File: src/rtl/vbs_mul.sv
`timescale 1ns / 1ps
module vbs_mul (
  input  logic               clk,
  input  logic signed [31:0] a,
  input  logic signed [31:0] b,
  output logic signed [63:0] p
);
  always_ff @(posedge clk) begin
    p <= 64'(a) * 64'(b);
  end
endmodule

File: config.mk
export PLATFORM = sky130hd
export DESIGN_NAME = vbs_mul
export DESIGN_NICKNAME = d
export VERILOG_FILES = /design/src/rtl/vbs_mul.sv
export SDC_FILE = /design/constraint.sdc
export NUM_CORES = 2
export LEC_CHECK = 0
export BUFFER_PORTS_ARGS = -buffer_cell sky130_fd_sc_hd__buf_4
export CORE_MARGIN = 1
export CORE_UTILIZATION = 40
export DETAILED_ROUTE_END_ITERATION = 8
export SLEW_MARGIN = 5
export SYNTH_ARGS = -nofsm -noshare
export SYNTH_HDL_FRONTEND = slang
export SYNTH_SLANG_ARGS = --single-unit
File: constraint.sdc
create_clock -name clk -period 16.9 [get_ports clk]
set_clock_uncertainty 0.05 [all_clocks]
set_input_delay 2.535 -clock clk [delete_from_list [all_inputs] [get_ports clk]]
set_output_delay 2.535 -clock clk [all_outputs]
set_load 0.005 [all_outputs]
==> metrics.md <==
| Metric | Value |
|---|---|
| Critical path buffers and inverters | `8` |
| Setup Buffers After CTS | `0` |
| Synth Area per Inst | `9.59 µm²` |
| Mapped Nets | `5,215` |
| Relative slew slack | `0.431` |
| Post-synthesis async set-or-reset flop share | `0` |
| Netlist Area Pre-Place | `37,200 µm²` |
| Drt drc | `0` |
| Top flop regs | `p x64` |
| Routed Antenna Nets | `0` |
| Vias in the first global route | `28,400` |
| CTS-repair resized insts | `0` |
| Max FFs per register | `64` |
| Setup TNS | `0 ns` |
| WL final | `106,000 µm` |
| Final hold violation count | `0` |
| TritonRoute pass-1 iters | `5` |
| Core Region | `91,900 µm²` |
| Max Root-Sink Buffers | `2` |
| Met1 Use GR | `0.307` |
| CTS Hold Buffers Added | `0` |
| Buffers on Ports | `128` |
| Nets@finish | `5,157` |
| FF+latch count, synth | `64` |
| CP most frequent cell | `fa_1` |
| First-pass GRT wire length | `169,000 µm` |
| Warnings, synthesis | `0` |
| Sequential area share after synthesis | `0.0344` |
| Final estimated routing congestion in global placement | `0.861` |
| Layout cells sized above 1 | `0.0439` |
| Yosys cell types | `63` |
| Placed Cells | `5,058` |
| Reg clk slew, reported paths | `0.06 ns` |
| Vias | `25,400` |
| RSZ-0062 raised after global routing | `no` |
| CTS tree | `done` |
| Hold depth | `2` |
| Least-Margin Pin Slew | `0.852 ns` |
| CP peak stage delay | `0.86 ns` |
| Fin area | `39,300 µm²` |
| GRT met2 Usage | `0.409` |
| Hold WC Path Type | `in -> reg` |
| I/O pins | `129` |
| Max Clock Freq | `0.0913 GHz` |
| Synth Instances | `3,884` |
| Status | `complete, no violations` |
| GRT Util Overall | `0.239` |
| Htree depth | `3` |
| Via/cell ratio | `5.00` |
| Setup CP Type | `in -> reg` |
| Die H | `307 µm` |
| Wire per inst | `20.9 µm` |
| Period Utilization, post-route | `0.648` |
| CP delay by family, top | `adder cells` |
| Worst Path Required | `17.19 ns` |
| EDFF count, synth | `0` |
| Root Driver | `clkbuf_16` |
| Ys flop type | `dfxtp_1` |
| Full die area | `94,300 µm²` |
| Residual overflow from global routing | `0` |
| Finish-stage setup viols | `0` |
| HPWL Detailed | `82,000 µm` |
| Hold Path Sink | `p[0]` |
| Num CTS Buffers | `9` |
| Largest net degree at the start of global routing | `33` |
| Final Critical Period | `10.95 ns` |
| Die width | `307 µm` |
| Initial DRC count | `1,497` |
| Max-cap violation count | `0` |
| Starting Density | `0.405` |
| Rows | `111` |
| P&R area growth vs syn | `5.62%` |
| Min-delay src | `b[0]` |
| TritonCTS Sinks | `64` |
| Met3 track utilization from global routing | `0.0402` |
| Final std cells w/o fill | `5,077` |
| Worst-path maximum fanout | `32` |
| Placed cell area | `39,000 µm²` |
| Setup crit start | `b[5]` |
| CP max-delay cell | `fa_1` |
| Biggest register | `p` |
| Worst EP arrival | `11.24 ns` |
| Max-slew violation count | `0` |
| Worst setup SP type | `input pin` |
| Most used routing layer | `met2` |
| Critical path capture point type | `flip-flop` |
| Initial antenna violation count | `7` |
## Yosys cell counts (all sizes together) (4+ instances only)
cell type,count,share of area
a211oi,8,0.0024
a21o,25,0.0051
a21oi,68,0.0091
a31oi,13,0.0026
and2,516,0.087
and3,9,0.0017
and4,4,0.0010
buf,5,0.00060
clkbuf,195,0.020
dfxtp,64,0.034
fa,1082,0.58
ha,184,0.062
inv,952,0.096
nand2,511,0.052
nand2b,9,0.0015
nand3,15,0.0020
nand4,7,0.0012
nor2,42,0.0042
nor3,7,0.0011
o21a,4,0.00081
o21ai,31,0.0044
o21bai,15,0.0030
o31ai,7,0.0018
or3,5,0.00087
xnor2,53,0.012
xor2,22,0.0052
## routing by layer
metal,part of all wire,wire length (µm),vias to the layer above
li1,-,-,10900
met1,0.40,42200,13500
met2,0.50,53600,817
met3,0.063,6690,173
met4,0.035,3710,6
met5,0.00033,35,-
## cell families (layout without fill, tap and decap cells)
family | Yosys count | count (layout) | synth area share
buffers and inverters | 1152 | 1099 | 0.116
adders and majority gates | 1266 | 1266 | 0.643
other | 0 | 3 | 0
AOI/OAI and AO/OA | 193 | 193 | 0.0346
DFF | 64 | 64 | 0.0344
and+or+nand+nor | 1134 | 1134 | 0.154
xor gates and xnor gates | 75 | 75 | 0.0176
## worst max-delay path by stage
stage / depth (start not counted) / endpoint / slack, ns
CTS: 25 / p[62] / 5.95
detailed placement: 23 / p[62] / 5.59
global route: 25 / p[62] / 5.53
floorplan: 24 / p[62] / 7.05
finish: 25 / p[62] / 5.95
global placement: 25 / p[62] / 5.58
## layout by cell type (no fill, tap or decap), types with 2 or more instances in the layout
| master | instances |
|---|---|
| nor2_1 | 42 |
| a31oi_1 | 12 |
| o21bai_1 | 15 |
| diode_2 | 3 |
| and2_1 | 516 |
| clkbuf_1 | 2 |
| a211oi_2 | 3 |
| ha_1 | 184 |
| clkinv_2 | 2 |
| o22a_1 | 2 |
| nand2b_1 | 9 |
| o211ai_1 | 3 |
| clkbuf_8 | 2 |
| nand3_1 | 15 |
| or3_1 | 4 |
| o31ai_1 | 6 |
| dfxtp_1 | 64 |
| a21oi_1 | 68 |
| a21o_1 | 23 |
| and4_1 | 3 |
| a211oi_1 | 4 |
| and3_1 | 7 |
| nand4_1 | 7 |
| xor2_1 | 22 |
| a21boi_0 | 3 |
| fa_1 | 1082 |
| o21a_1 | 4 |
| inv_1 | 952 |
| nor2b_1 | 3 |
| nand2_1 | 511 |
| nor3_1 | 6 |
| o21ai_0 | 28 |
| a21o_2 | 2 |
| clkbuf_16 | 9 |
| buf_4 | 131 |
| o21ai_2 | 2 |
| xnor2_1 | 53 |
## layout make-up
type,instances,area (µm²)
clock inverters,3,40.0
repair buffers,131,983
inverters,952,3570
fillers,9040,52600
diodes,3,7.51
multi-input cells,2668,31600
well taps,1243,1560
flip-flops and latches,64,1280
clock buffers,13,260
## per-stage QoR
| step | hold slack [ns] | util | setup WS (ns) |
|---|---|---|---|
| after global placement | 2.87 | 0.424 | 5.58 |
| after floorplan | 2.61 | - | 7.05 |
| after CTS | 2.60 | 0.428 | 5.95 |
| final | 2.63 | 0.428 | 5.95 |
| after global routing | 2.63 | 0.428 | 5.53 |
| after detailed placement | 2.86 | 0.424 | 5.59 |
Power is left out: the tool's default activity adds up to more than one toggle a clock period on the data nets, which glitch-free logic cannot reach.
