<file path="src/rtl/vbs_pkg.sv">
`timescale 1ns / 1ps
package vbs_pkg;
  localparam int MAX_JOINTS_DEF = 64;
  localparam int WORDS = 12;
  localparam int IN_W = 1 + 6 + 4 + 32 * 9;
  localparam int IN_BYTES = (IN_W + 7) / 8;
  localparam int OUT_W = 32 * 6 + 1;
  localparam int OUT_BYTES = (OUT_W + 7) / 8;
  localparam logic FUNC_WRITE = 1'b0;
  localparam logic FUNC_SKIN = 1'b1;

  function automatic logic signed [31:0] sat32(input logic signed [63:0] v);
    logic signed [31:0] r;
    if (v > 64'sd2147483647) r = 32'sh7fffffff;
    else if (v < -64'sd2147483648) r = 32'sh80000000;
    else r = v[31:0];
    return r;
  endfunction

  function automatic logic signed [47:0] rnd16(input logic signed [63:0] p);
    logic signed [63:0] t;
    t = p + 64'sd32768;
    return t[63:16];
  endfunction
endpackage

</file>
<file path="src/rtl/vbs_div255.sv">
`timescale 1ns / 1ps
module vbs_div255 (
  input  logic               clk,
  input  logic signed [41:0] acc,
  output logic signed [31:0] q
);
  import vbs_pkg::*;
  logic [41:0] mag;
  logic [41:0] y;
  logic [41:0] y_r;
  logic        neg_r;
  logic        neg_q;
  logic [41:0] sh;
  logic [10:0] dsum;
  logic [41:0] sh_r;
  logic [10:0] dsum_r;
  logic [8:0]  fold;
  logic [41:0] quo;

  // y/255 = sum of y >> 8k plus the base-256 digit sum folded once more
  always_comb begin
    mag = acc[41] ? 42'(-acc) : 42'(acc);
    y = mag + 42'd127;
  end

  always_comb begin
    sh = (y_r >> 8) + (y_r >> 16) + (y_r >> 24) + (y_r >> 32) + (y_r >> 40);
    dsum = 11'(y_r[7:0]) + 11'(y_r[15:8]) + 11'(y_r[23:16]) + 11'(y_r[31:24])
         + 11'(y_r[39:32]) + 11'(y_r[41:40]);
  end

  always_ff @(posedge clk) begin
    y_r <= y;
    neg_r <= acc[41];
    sh_r <= sh;
    dsum_r <= dsum;
    neg_q <= neg_r;
  end

  always_comb begin
    fold = 9'(dsum_r[7:0]) + 9'(dsum_r[10:8]);
    quo = sh_r + 42'(dsum_r[10:8]) + ((fold >= 9'd255) ? 42'd1 : 42'd0);
    q = sat32(neg_q ? -64'(quo) : 64'(quo));
  end
endmodule

</file>
<file path="config.mk">
export PLATFORM = sky130hd
export DESIGN_NAME = vbs_div255
export DESIGN_NICKNAME = d
export VERILOG_FILES = /design/src/rtl/vbs_pkg.sv /design/src/rtl/vbs_div255.sv
export SDC_FILE = /design/constraint.sdc
export NUM_CORES = 1
export LEC_CHECK = 0
export ABC_AREA = 1
export BUFFER_PORTS_ARGS = -buffer_cell sky130_fd_sc_hd__buf_2
export CORE_MARGIN = 8
export CORE_UTILIZATION = 30
export DETAILED_ROUTE_END_ITERATION = 12
export PLACE_DENSITY_LB_ADDON = 0.05
export SYNTH_ARGS = -nofsm -noshare
export SYNTH_HDL_FRONTEND = slang
export SYNTH_SLANG_ARGS = --single-unit
</file>
<file path="constraint.sdc">
create_clock -name clk -period 7.05 [get_ports clk]
set_input_delay 0.705 -clock clk [delete_from_list [all_inputs] [get_ports clk]]
set_output_delay 0.705 -clock clk [all_outputs]
set_load 0.005 [all_outputs]
</file>
==> run_results.csv <==
group,metric,value,unit
clocking,clock_latency,0.35,ns
global_route,grt_antenna_before_repair,0,
yosys,synth-edff-count,0,
sta,worst_pin_slew,0.778,ns
yosys,ys_seq_elements,90,
routing,drt_iter0_drc,626,
clocking,cts_setup_buffers,0,
finish,antennaDiodeCount,0,
sta,relSlewSlack,47.6,%
min_path,min_path_type,"register to register",
placement,placed_area,11300,um^2
sta,fin_crit,5.78,ns
yosys,yosysSeqAreaShare,17.2,%
finish,stdcell_area,11700,um^2
setup_path,cp_data_required_time,6.34,ns
floorplan,fp.coreArea,34500,um^2
floorplan,io_pins,75,
setup_path,start_kind,"register",
sta,finalSetupViolCount,0,
clocking,clockBufferDepth,2,
sta,hold_violations,0,
setup_path,path_common_cell,"nand2_1",
routing,vias,9975,
placement,place_inst,2133,
setup_path,critical_path_class,"register to output pin",
power,peakVddDrop,0.156,mV
floorplan,start_util,30.4,%
power,power_density,313,nW/um^2
clocking,clock-root-buffer,"clkbuf_16",
global_route,grt_usage,16.6,%
yosys,syn_area,10500,um^2
yosys,syn_nets,1785,
placement,io_buffer_count,74,
setup_path,critPathSlowestCell,"fa_1",
yosys,async_reset_ff_share,0,%
routing,post_drt_via_cell_ratio,4.64,
finish,instances_no_fill,2148,
power,p_leak,5.59,nW
power,fin_total_pwr,3.65,mW
setup_path,critPathArrivalTime,5.07,ns
yosys,synth_cells,1615,
global_route,grt_max_degree,50,
yosys,syn_avg_cell_area,6.49,um^2
floorplan,die_w,203,um
setup_path,end_kind,"output pin",
routing,drc_errors,0,
yosys,ys_types,47,
floorplan,fp.dieH,203,um
yosys,ys.flop_type,"dfxtp_1",
finish,nets,1859,
global_route,grt_pass1_vias,10079,
clocking,hold_buffers,0,
routing,avgRoutedWirePerCell,15.6,um
yosys,synth_most_common_cell,"nand2_1",
routing,wirelength,33400,um
yosys,yosysWarnings,0,
sta,fin_skew,0.00658,ns
setup_path,critPathMaxFanout,31,
placement,routabilityCongestion,0.860,
finish,drive_above_1_share,8.92,%
clocking,cts_max_level,3,
routing,ant_nets,0,
clocking,cts-resized-gates,0,
floorplan,die_area,41200,um^2
clocking,cts_sinks,90,
sta,report.final.slew_viol_count,0,
finish,fillers,3916,
sta,rsz0062_at_grt,"false",
outcome,status,"finished, final reports clean",
placement,dp_hpwl,29500,um
routing,drt_first_pass_iters,5,
finish,syn_to_final_growth,11.3,%
sta,max_clock_freq,173,MHz
clocking,cts_buffers,9,
global_route,gr-total-overflow,0,
sta,fin_crit_sh,82.0,%
clocking,cts_tree,"built",
sta,fin_tns_setup,0,ns
clocking,path_clk_slew,0.07,ns
yosys,synth_area_leaders,"nand2_1 (17%), dfxtp_1 (17%), fa_1 (11%)",
yosys,synth_common_cells,"nand2_1 (484), nor2_1 (213), inv_1 (199)",
yosys,synth_top_area_share,17.3,%
global_route,grt_pass1_wl,54700,um
setup_path,crit_path_max_incr_delay,0.39,ns
floorplan,rows,68,
yosys,synth_area_leader_cell,"nand2_1",
flow_run,drv.max_cap_violation_count,0,
-- power by group --
group | internal (mW) | switching, mW | total [mW]
logic | 0.865 | 1.41 | 2.27
registers | 0.677 | 0.178 | 0.855
clock network | 0.310 | 0.209 | 0.519
-- final cells by class --
| type | instances | area [um^2] | area share, % |
|---|---|---|---|
| sequential | 90 | 1800 | 15.4 |
| tap | 455 | 569 | 4.88 |
| clock buffer | 9 | 225 | 1.93 |
| clock inverter | 6 | 91.3 | 0.783 |
| inverter | 210 | 788 | 6.76 |
| timing repair buffer | 79 | 408 | 3.50 |
| multi-input combinational | 1299 | 7780 | 66.7 |
-- stage by stage --
stage	setup slack [ns]	hold slack (ns)	util [%]
2_1_floorplan	2.65	0.310	-
3_3_place_gp	1.74	0.313	32.9
4_1_cts	1.21	0.329	33.9
5_1_grt	0.653	0.342	33.9
6_report	1.27	0.330	33.9
3_5_place_dp	1.60	0.312	32.9
-- per-layer routing --
layer,part of all wire (%),track usage (%),vias to the layer above,routed length (um)
met5,0,0,-,0
met4,0.77,2.56,0,259
met3,3.5,2.22,13,1180
met2,42,25.6,144,14100
met1,53,24.5,4560,17800
li1,-,-,5258,-
-- flip-flops by register name, summed over array words and instances (netlist names) --
register	count
neg_q	1
sh_r	35
y_r	42
neg_r	1
dsum_r	11
-- final timing paths --
check,cells after the start,slack [ns],start,end
setup / recovery,29,1.27,dsum_r[8],q[13]
setup reg to reg,19,2.99,y_r[24],sh_r[24]
hold reg to reg,0,0.33,neg_r,neg_q
hold / removal,0,0.33,neg_r,neg_q
-- logic make-up (layout without fill, tap and decap cells) --
group	Yosys count	in the layout	synth area share [%]
simple gates	910	910	37.2
buf+inv	226	304	8.55
compound gates	138	138	7.35
fa+ha+maj	127	127	19.3
xor+xnor	124	124	10.4
flops	90	90	17.2
-- layout by cell type (no fill, tap or decap), drive strengths merged, types with 5 or more instances in the layout --
cell type  instances
o211ai             5
nand2            500
clkbuf             9
a31oi              9
ha                69
fa                58
xor2              95
nor3              27
xnor2             29
o21ai             56
dfxtp             90
nor2             232
clkinv             5
inv              209
nor4               7
nand4             29
or2                5
a21oi             50
nand3b            17
nand3             88
buf               79
-- worst max-delay path, delay by kind of cell, from the launching register on --
kind	cells	cell delay, ns
simple gates	17	2.19
flops	1	0.35
fa+ha+maj	4	1.17
buf+inv	5	0.43
compound gates	3	0.59
Power figures use the tool's default switching activity.
